--- config.mk ---
export PLATFORM = sky130hd
export DESIGN_NAME = jpeg_dht_huffman_table_builder_top
export DESIGN_NICKNAME = d
export VERILOG_FILES = /design/src/hw/rtl/dht_pkg.sv /design/src/hw/rtl/dht_cnt_ram.sv /design/src/hw/rtl/dht_out_reg.sv /design/src/hw/rtl/jpeg_dht_huffman_table_builder_top.sv
export SDC_FILE = /design/constraint.sdc
export NUM_CORES = 1
export LEC_CHECK = 0
export BUFFER_PORTS_ARGS = -buffer_cell sky130_fd_sc_hd__buf_2
export CORE_MARGIN = 2
export CORE_UTILIZATION = 50
export CTS_BUF_LIST = sky130_fd_sc_hd__clkbuf_8
export DETAILED_ROUTE_END_ITERATION = 10
export MAX_ROUTING_LAYER = met4
export PLACE_DENSITY = 0.67
export SLEW_MARGIN = 10
export SYNTH_ARGS = -nofsm -noshare
export SYNTH_HDL_FRONTEND = slang
export SYNTH_SLANG_ARGS = --single-unit
--- constraint.sdc ---
create_clock -name clk -period 8.35 [get_ports clk]
set_clock_uncertainty 0.1 [all_clocks]
set_input_delay 0.4175 -clock clk [delete_from_list [all_inputs] [get_ports clk]]
set_output_delay 0.4175 -clock clk [all_outputs]
set_load 0.05 [all_outputs]
--- src/hw/rtl/dht_pkg.sv ---
// Shared types and constants for the DHT Huffman table builder.
// No dependencies; used by every module of the block.
`default_nettype none

package dht_pkg;

	localparam int unsigned NUM_LENGTHS = 16;
	localparam int unsigned LEN_AW      = 4;
	localparam int unsigned TDATA_W     = 80;

	localparam logic [1:0] KIND_SYMBOL = 2'd0;
	localparam logic [1:0] KIND_ROW    = 2'd1;
	localparam logic [1:0] KIND_DONE   = 2'd2;
	localparam logic [1:0] KIND_ERROR  = 2'd3;

	localparam logic [2:0] ERR_NONE     = 3'd0;
	localparam logic [2:0] ERR_SHORT    = 3'd1;
	localparam logic [2:0] ERR_CLASS    = 3'd2;
	localparam logic [2:0] ERR_ID       = 3'd3;
	localparam logic [2:0] ERR_OVERFLOW = 3'd4;

	localparam logic [15:0] CODE_NONE   = 16'hffff;
	localparam logic [11:0] MAX_SYMBOLS = 12'd256;
	localparam logic [15:0] MIN_TABLE   = 16'd17;

	typedef struct packed {
		logic [1:0]  kind;
		logic        tclass;
		logic [1:0]  tid;
		logic [7:0]  position;
		logic [7:0]  value;
		logic [15:0] code_first;
		logic [15:0] code_last;
		logic [4:0]  code_length;
		logic [8:0]  offset;
		logic [8:0]  total_codes;
		logic [2:0]  error_code;
		logic        last;
	} res_t;

endpackage

`default_nettype wire

--- src/hw/rtl/dht_cnt_ram.sv ---
// Code-length count memory: 16 entries of 8 bits, one write and one read port.
// Read data is registered. Depends on dht_pkg.
`default_nettype none

module dht_cnt_ram (
	input  wire                            clk,
	input  wire                            we,
	input  wire [dht_pkg::LEN_AW-1:0]      waddr,
	input  wire [7:0]                      wdata,
	input  wire [dht_pkg::LEN_AW-1:0]      raddr,
	output logic [7:0]                     rdata
);

	logic [7:0] mem [dht_pkg::NUM_LENGTHS];

	always_ff @(posedge clk) begin
		if (we) begin
			mem[waddr] <= wdata;
		end
		rdata <= mem[raddr];
	end

endmodule

`default_nettype wire

--- src/hw/rtl/dht_out_reg.sv ---
// Result output register: holds one result and packs it onto the master stream.
// Depends on dht_pkg (res_t).
`default_nettype none

module dht_out_reg (
	input  wire                            clk,
	input  wire                            arst_n,
	input  wire                            push,
	input  dht_pkg::res_t                  res,
	output logic                           free,
	output logic                           m_tvalid,
	input  wire                            m_tready,
	// tdata from bit 0: table_class, table_id, position, value, code_first,
	// code_last, code_length, offset, total_codes, error_code, zero fill
	output logic [dht_pkg::TDATA_W-1:0]    m_tdata,
	// tuser: kind
	output logic [1:0]                     m_tuser,
	output logic                           m_tlast
);

	logic          valid_q;
	dht_pkg::res_t res_q;

	assign free     = !valid_q || m_tready;
	assign m_tvalid = valid_q;
	assign m_tuser  = res_q.kind;
	assign m_tlast  = res_q.last;
	assign m_tdata  = {3'b000, res_q.error_code, res_q.total_codes, res_q.offset,
		res_q.code_length, res_q.code_last, res_q.code_first, res_q.value,
		res_q.position, res_q.tid, res_q.tclass};

	always_ff @(posedge clk or negedge arst_n) begin
		if (!arst_n) begin
			valid_q <= 1'b0;
		end else if (free) begin
			valid_q <= push;
		end
	end

	always_ff @(posedge clk) begin
		if (free && push) begin
			res_q <= res;
		end
	end

endmodule

`default_nettype wire

--- src/hw/rtl/jpeg_dht_huffman_table_builder_top.sv ---
// DHT segment parser and canonical Huffman table builder.
// Length, header and count bytes are taken in S_IN; a byte that ends in a segment-done or
// error result then moves to S_DONE or S_ERR to push it. The 16th count is followed by one
// memory read, then 16 rows. A symbol byte moves to S_SYM, which reads the count memory for
// each code length stepped; the first symbol of a table always steps to length 1. Output
// stalls can hold any result. arst_n clears all control state; the count memory has no reset.
`default_nettype none

module jpeg_dht_huffman_table_builder_top (
	input  wire                            clk,
	input  wire                            arst_n,
	input  wire                            s_tvalid,
	output logic                           s_tready,
	// tdata: data_byte
	input  wire [7:0]                      s_tdata,
	// tuser: segment_start
	input  wire                            s_tuser,
	output logic                           m_tvalid,
	input  wire                            m_tready,
	// tdata from bit 0: table_class, table_id, position, value, code_first,
	// code_last, code_length, offset, total_codes, error_code, zero fill
	output logic [dht_pkg::TDATA_W-1:0]    m_tdata,
	// tuser: kind
	output logic [1:0]                     m_tuser,
	output logic                           m_tlast
);

	typedef enum logic [4:0] {
		S_IN   = 5'b00001,
		S_ROWS = 5'b00010,
		S_SYM  = 5'b00100,
		S_DONE = 5'b01000,
		S_ERR  = 5'b10000
	} fsm_t;

	typedef enum logic [4:0] {
		P_IDLE    = 5'b00001,
		P_LENLO   = 5'b00010,
		P_HEADER  = 5'b00100,
		P_COUNTS  = 5'b01000,
		P_SYMBOLS = 5'b10000
	} phase_t;

	fsm_t        fsm_q;
	phase_t      phase_q;
	logic [15:0] rem_q;
	logic        class_q;
	logic [1:0]  id_q;
	logic [3:0]  cpos_q;
	logic [11:0] total_q;
	logic        any_nz_q;
	logic [3:0]  lastnz_q;
	logic [2:0]  err_q;
	logic [3:0]  ri_q;
	logic        rd_ok_q;
	logic [16:0] code_q;
	logic [8:0]  off_q;
	logic [8:0]  idx_q;
	logic [16:0] rcode_q;
	logic [4:0]  rlen_q;
	logic [7:0]  left_q;
	logic [7:0]  symb_q;

	logic          in_acc;
	logic          free;
	logic          push;
	dht_pkg::res_t res;
	logic [3:0]    raddr;
	logic [7:0]    rd_data;
	logic          cnt_we;
	logic [15:0]   rem_dec;
	logic [15:0]   len_full;
	logic [11:0]   total_new;
	logic          row_blank;
	logic          fin_done;
	logic          need_adv;
	logic          sym_fin;
	logic [16:0]   code_sum;

	assign s_tready  = (fsm_q == S_IN);
	assign in_acc    = s_tvalid && s_tready;
	assign cnt_we    = in_acc && !s_tuser && (phase_q == P_COUNTS);
	assign rem_dec   = (rem_q != 16'd0) ? rem_q - 16'd1 : rem_q;
	assign len_full  = {rem_q[15:8], s_tdata};
	assign total_new = total_q + {4'b0000, s_tdata};
	assign row_blank = !any_nz_q || (ri_q > lastnz_q);
	assign fin_done  = (total_q == 12'd0) && (rem_q == 16'd0);
	assign need_adv  = (left_q == 8'd0) && (rlen_q < 5'd16);
	assign sym_fin   = ({3'b000, idx_q} + 12'd1) >= total_q;
	assign code_sum  = code_q + {9'd0, rd_data};

	dht_cnt_ram u_ram (
		.clk   (clk),
		.we    (cnt_we),
		.waddr (cpos_q),
		.wdata (s_tdata),
		.raddr (raddr),
		.rdata (rd_data)
	);

	dht_out_reg u_out (
		.clk      (clk),
		.arst_n   (arst_n),
		.push     (push),
		.res      (res),
		.free     (free),
		.m_tvalid (m_tvalid),
		.m_tready (m_tready),
		.m_tdata  (m_tdata),
		.m_tuser  (m_tuser),
		.m_tlast  (m_tlast)
	);

	always_comb begin
		res   = '0;
		push  = 1'b0;
		raddr = ri_q;
		case (fsm_q)
			S_ROWS: begin
				push             = rd_ok_q && free;
				raddr            = push ? ri_q + 4'd1 : ri_q;
				res.kind         = dht_pkg::KIND_ROW;
				res.tclass       = class_q;
				res.tid          = id_q;
				res.position     = {4'h0, ri_q};
				res.value        = rd_data;
				res.code_first   = row_blank ? dht_pkg::CODE_NONE : code_q[15:0];
				res.code_last    = row_blank ? dht_pkg::CODE_NONE
					: code_q[15:0] + {8'h00, rd_data} - 16'd1;
				res.offset       = off_q;
				res.total_codes  = total_q[8:0];
				res.last         = (ri_q == 4'd15) && !fin_done;
			end
			S_SYM: begin
				raddr            = rlen_q[3:0];
				push             = !need_adv && free;
				res.kind         = dht_pkg::KIND_SYMBOL;
				res.tclass       = class_q;
				res.tid          = id_q;
				res.position     = idx_q[7:0];
				res.value        = symb_q;
				res.code_first   = rcode_q[15:0];
				res.code_length  = rlen_q;
				res.total_codes  = total_q[8:0];
				res.last         = !(sym_fin && (rem_dec == 16'd0));
			end
			S_DONE: begin
				push             = free;
				res.kind         = dht_pkg::KIND_DONE;
				res.last         = 1'b1;
			end
			S_ERR: begin
				push             = free;
				res.kind         = dht_pkg::KIND_ERROR;
				res.error_code   = err_q;
				res.last         = 1'b1;
			end
			default: begin
				push             = 1'b0;
			end
		endcase
	end

	always_ff @(posedge clk or negedge arst_n) begin
		if (!arst_n) begin
			fsm_q    <= S_IN;
			phase_q  <= P_IDLE;
			rem_q    <= '0;
			class_q  <= 1'b0;
			id_q     <= '0;
			cpos_q   <= '0;
			total_q  <= '0;
			any_nz_q <= 1'b0;
			lastnz_q <= '0;
			err_q    <= dht_pkg::ERR_NONE;
			ri_q     <= '0;
			rd_ok_q  <= 1'b0;
			code_q   <= '0;
			off_q    <= '0;
			idx_q    <= '0;
			rcode_q  <= '0;
			rlen_q   <= 5'd1;
			left_q   <= '0;
			symb_q   <= '0;
		end else begin
			case (fsm_q)
				S_IN: begin
					if (in_acc) begin
						if (s_tuser) begin
							rem_q   <= {s_tdata, 8'h00};
							phase_q <= P_LENLO;
						end else begin
							case (phase_q)
								P_LENLO: begin
									if (len_full <= 16'd2) begin
										rem_q   <= '0;
										phase_q <= P_IDLE;
										fsm_q   <= S_DONE;
									end else begin
										rem_q   <= len_full - 16'd2;
										phase_q <= P_HEADER;
									end
								end
								P_HEADER: begin
									if (rem_q < dht_pkg::MIN_TABLE) begin
										err_q   <= dht_pkg::ERR_SHORT;
										phase_q <= P_IDLE;
										fsm_q   <= S_ERR;
									end else if (s_tdata[7:4] >= 4'd2) begin
										err_q   <= dht_pkg::ERR_CLASS;
										phase_q <= P_IDLE;
										fsm_q   <= S_ERR;
									end else if (s_tdata[3:0] >= 4'd4) begin
										err_q   <= dht_pkg::ERR_ID;
										phase_q <= P_IDLE;
										fsm_q   <= S_ERR;
									end else begin
										class_q  <= s_tdata[4];
										id_q     <= s_tdata[1:0];
										rem_q    <= rem_q - 16'd1;
										cpos_q   <= '0;
										total_q  <= '0;
										any_nz_q <= 1'b0;
										lastnz_q <= '0;
										phase_q  <= P_COUNTS;
									end
								end
								P_COUNTS: begin
									total_q <= total_new;
									cpos_q  <= cpos_q + 4'd1;
									rem_q   <= rem_dec;
									if (s_tdata != 8'h00) begin
										any_nz_q <= 1'b1;
										lastnz_q <= cpos_q;
									end
									if (cpos_q == 4'd15) begin
										if (total_new > dht_pkg::MAX_SYMBOLS) begin
											err_q   <= dht_pkg::ERR_OVERFLOW;
											phase_q <= P_IDLE;
											fsm_q   <= S_ERR;
										end else if (rem_dec < {4'h0, total_new}) begin
											err_q   <= dht_pkg::ERR_SHORT;
											phase_q <= P_IDLE;
											fsm_q   <= S_ERR;
										end else begin
											ri_q    <= '0;
											rd_ok_q <= 1'b0;
											code_q  <= '0;
											off_q   <= '0;
											fsm_q   <= S_ROWS;
										end
									end
								end
								P_SYMBOLS: begin
									symb_q <= s_tdata;
									fsm_q  <= S_SYM;
								end
								default: begin
									phase_q <= phase_q;
								end
							endcase
						end
					end
				end
				S_ROWS: begin
					if (!rd_ok_q) begin
						rd_ok_q <= 1'b1;
					end else if (push) begin
						ri_q   <= ri_q + 4'd1;
						off_q  <= off_q + {1'b0, rd_data};
						code_q <= {code_sum[15:0], 1'b0};
						if (ri_q == 4'd15) begin
							rd_ok_q <= 1'b0;
							idx_q   <= '0;
							rcode_q <= '0;
							rlen_q  <= '0;
							left_q  <= '0;
							if (total_q == 12'd0) begin
								if (rem_q == 16'd0) begin
									phase_q <= P_IDLE;
									fsm_q   <= S_DONE;
								end else begin
									phase_q <= P_HEADER;
									fsm_q   <= S_IN;
								end
							end else begin
								phase_q <= P_SYMBOLS;
								fsm_q   <= S_IN;
							end
						end
					end
				end
				S_SYM: begin
					if (need_adv) begin
						if (!rd_ok_q) begin
							rd_ok_q <= 1'b1;
						end else begin
							rcode_q <= {rcode_q[15:0], 1'b0};
							rlen_q  <= rlen_q + 5'd1;
							left_q  <= rd_data;
							rd_ok_q <= 1'b0;
						end
					end else if (push) begin
						if (left_q != 8'd0) begin
							rcode_q <= rcode_q + 17'd1;
							left_q  <= left_q - 8'd1;
						end
						idx_q <= idx_q + 9'd1;
						rem_q <= rem_dec;
						if (sym_fin) begin
							if (rem_dec == 16'd0) begin
								phase_q <= P_IDLE;
								fsm_q   <= S_DONE;
							end else begin
								phase_q <= P_HEADER;
								fsm_q   <= S_IN;
							end
						end else begin
							fsm_q <= S_IN;
						end
					end
				end
				S_DONE: begin
					if (push) begin
						fsm_q <= S_IN;
					end
				end
				S_ERR: begin
					if (push) begin
						fsm_q <= S_IN;
					end
				end
				default: begin
					fsm_q <= S_IN;
				end
			endcase
		end
	end

endmodule

`default_nettype wire

==> metrics.yaml <==
run_status:
  status: "finished clean"
grt:
  grt_pass1_wl_um: 77700
  gr-usage-all-layers_pct: 26.4
  grt_pass1_vias: 13800
  grt_overflow: 0
  grt_antenna_before_repair: 1
  grt_max_degree: 81
yosys:
  synth_seq_cells: 345
  synthCells: 1764
  yosysWarnings: 0
  synth_area_leaders: "edfxtp_1 33%, dfrtp_1 17%, mux2i_1 6.9%"
  avgSynthCellArea_um2: 10.7
  syn_area_mm2: 0.0189
  synth_edf_count: 208
  synth_ff_type: "edfxtp_1"
  yosysTopAreaCell: "edfxtp_1"
  ys_async_sr_fraction_pct: 37.4
  ys_seq_area_share_pct: 51.0
  ys_types: 98
  synth_top_area_share_pct: 33.1
sta:
  worst_pin_slew_ps: 1150
  rsz0062_at_grt: "false"
  slew_viol_final: 0
  final-hold-violation-count: 0
  fmax_mhz: 207
  fin_crit_ps: 4830
  setup_tns_ps: 0
  relSlewSlack_pct: 22.6
  fin_crit_sh_pct: 57.8
  setup_viol: 0
floorplan:
  core-area_mm2: 0.0374
  die_w_um: 198
  chipHeight_um: 198
  rows: 71
  start_util_pct: 50.5
  dieArea_mm2: 0.0393
  io_pins: 98
clocking:
  cts_setup_buffers: 0
  htreeDepth: 2
  hold_buffers: 1
  cts_resized: 0
  clk_pin_slew_worst_paths_ps: 70
  max-clock-path-buffers: 3
  clkLatencyLatePin_ps: 650
  cts_tree: "done"
  cts-root-buf: "clkbuf_8"
  cts_buffers: 56
  clock_sinks: 345
setup_path:
  cp.required_ps: 8770
  path_cells: "inv_1 > ha_1 > nor4b_4 > nand4_1 > nor2_1 > a21oi_1 > ha_1 > o21a_1 > o21a_1 > o2111ai_1 > o31a_1 > maj3_2 > o21ai_2 > a31oi_4 > mux2_2"
  critPathSlowestCell: "nor4b_4"
  crit_fanout: 28
  crit_buf_inv: 1
  slowest_delay_ps: 500
  end_kind: "flip-flop"
  worst_setup_path_start_kind: "flip-flop"
  critical_path.top_delay_family: "compound AO/OA/AOI/OAI gates"
  arrival_ps: 5250
  path_class: "flip-flop to flip-flop"
routing:
  drt-initial-drc-count: 1169
  remaining_drc_errors: 0
  finalWirelength_um: 49500
  num_vias: 14200
  ant_nets: 0
  dr.pass1.iters: 6
  viasPerCell: 5.91
  post_drt_wl_per_cell_um: 20.6
finish:
  layout_common_cells: "208 x edfxtp_1, 142 x o21ai_0, 134 x nor2_1"
  final_common_cell: "edfxtp_1"
  fin_util_pct: 55.7
  drive_above_1_share_pct: 12.5
  syn2layout_area_growth_pct: 10.4
  stdcell_area_mm2: 0.0208
  fillers: 3217
  finalNetCount: 1945
power:
  swShare_pct: 37.0
  p_leak_nw: 8.42
  clock_power_share_pct: 28.6
  ir_worst_vdd_uv: 177
  combPwrFrac_pct: 28.4
  pwr-share-seq_pct: 43.0
  power.internal_mw: 3.14
  power_switching_mw: 1.85
  p_per_area_mw_per_mm2: 239
run:
  drv_cap: 0
placement:
  gp_congestion: 0.971
  placed_cell_area_mm2: 0.0197
  port_buffers: 94
  dp_hpwl_um: 34100
worst_hold_path:
  hold_path.class: "input port to flip-flop"
sequential cells by signal (all words and copies together), names as in the netlist, 8 cells and up:
name	count
rcode_q	16
idx_q	9
u_out.m_tdata	77
code_q	15
rem_q	16
total_q	12
symb_q	8
off_q	9
u_ram.rdata	8
u_ram.mem	128
left_q	8
worst register-to-register path, delay by kind of cell, from the launching register on:
family	cells	cell delay, ps
AO/OA/AOI/OAI	7	1430
adder cells (fa/ha/maj)	3	970
buffers and inverters	1	150
flip-flops	1	440
multiplexers	1	420
AND/OR/NAND/NOR	3	1180
power by group through the flow:
stage / logic [mW] / registers (mW) / clock network [mW]
floorplan: 0.801 / 2.40 / 0
global placement: 1.39 / 2.17 / 0
CTS: 1.41 / 2.15 / 1.46
global route: 1.54 / 2.17 / 1.54
finish: 1.42 / 2.15 / 1.43
detailed placement: 1.40 / 2.18 / 0
metal layers:
| metal | part of all wire, % | track usage (%) | wire, µm |
|---|---|---|---|
| met1 | 44 | 34.3 | 21700 |
| met2 | 47 | 41.9 | 23400 |
| met3 | 5.5 | 3.95 | 2710 |
| met4 | 3.4 | 10.4 | 1690 |
| met5 | 0 | - | 0 |
cell families (layout without fill, tap and decap cells):
group / Yosys count / count (layout) / synth area share (%)
buf+inv: 185 / 311 / 4.13
fa+ha+maj: 89 / 89 / 6.05
simple gates: 503 / 503 / 13.3
mux: 143 / 143 / 7.66
other cells: 1 / 4 / 0.0199
compound gates: 435 / 435 / 14.9
flops: 345 / 345 / 51.0
xor+xnor: 63 / 63 / 2.92
area by class of cell:
class | instances | area, µm² | area share (%)
inverters | 93 | 350 | 1.68
flip-flops and latches | 345 | 9640 | 46.2
clock buffers | 63 | 867 | 4.16
diodes | 1 | 2.50 | 0.0120
repair buffers | 112 | 614 | 2.95
multi-input cells | 1236 | 8510 | 40.8
clock inverters | 43 | 229 | 1.10
well taps | 511 | 639 | 3.07
cells in the mapped netlist (6+ instances only):
library cell,count
nand2b_1,13
mux2i_1,131
buf_2,17
a21oi_1,91
o21ai_0,143
nand4_1,12
nand2_1,134
a21o_1,16
dfxtp_1,8
or3_1,18
and2_1,23
o22ai_1,24
inv_1,91
a32oi_1,6
o21a_1,7
nor2_1,134
nor3_1,34
ha_1,84
mux2_2,10
buf_4,7
dfrtp_1,126
a22o_1,32
and3_1,31
nor3b_1,9
nor2b_1,14
nand3_1,32
xnor2_1,42
o31ai_1,8
nor4_1,16
xor2_1,21
o21bai_1,7
and4_1,7
clkbuf_1,61
o211ai_1,8
edfxtp_1,208
a31oi_1,20
through the flow:
step / hold WS, ps / worst slack (ps) / total power [mW] / cells
floorplan: 21.9 / 4340 / 3.20 / 1766
global placement: 336 / 3480 / 3.56 / 2296
detailed placement: 334 / 3360 / 3.58 / 2296
CTS: 43.6 / 3590 / 5.01 / 2403
global route: 103 / 3220 / 5.24 / 2404
finish: 93.7 / 3520 / 4.99 / 2404
final timing paths:
path                       depth (start not counted)              to  startpoint  slack (ps)
max                                               15         ri_q[0]    rem_q[0]        3520
min                                                3  u_out.m_tvalid    m_tready          90
max reg2reg                                       15         ri_q[0]    rem_q[0]        3520
min reg2reg                                        2       symb_q[6]   symb_q[6]         390
max in group asynchronous                          3       symb_q[5]      arst_n        6420
min in group asynchronous                          2       code_q[5]      arst_n         230
Power figures use the tool's default switching activity.
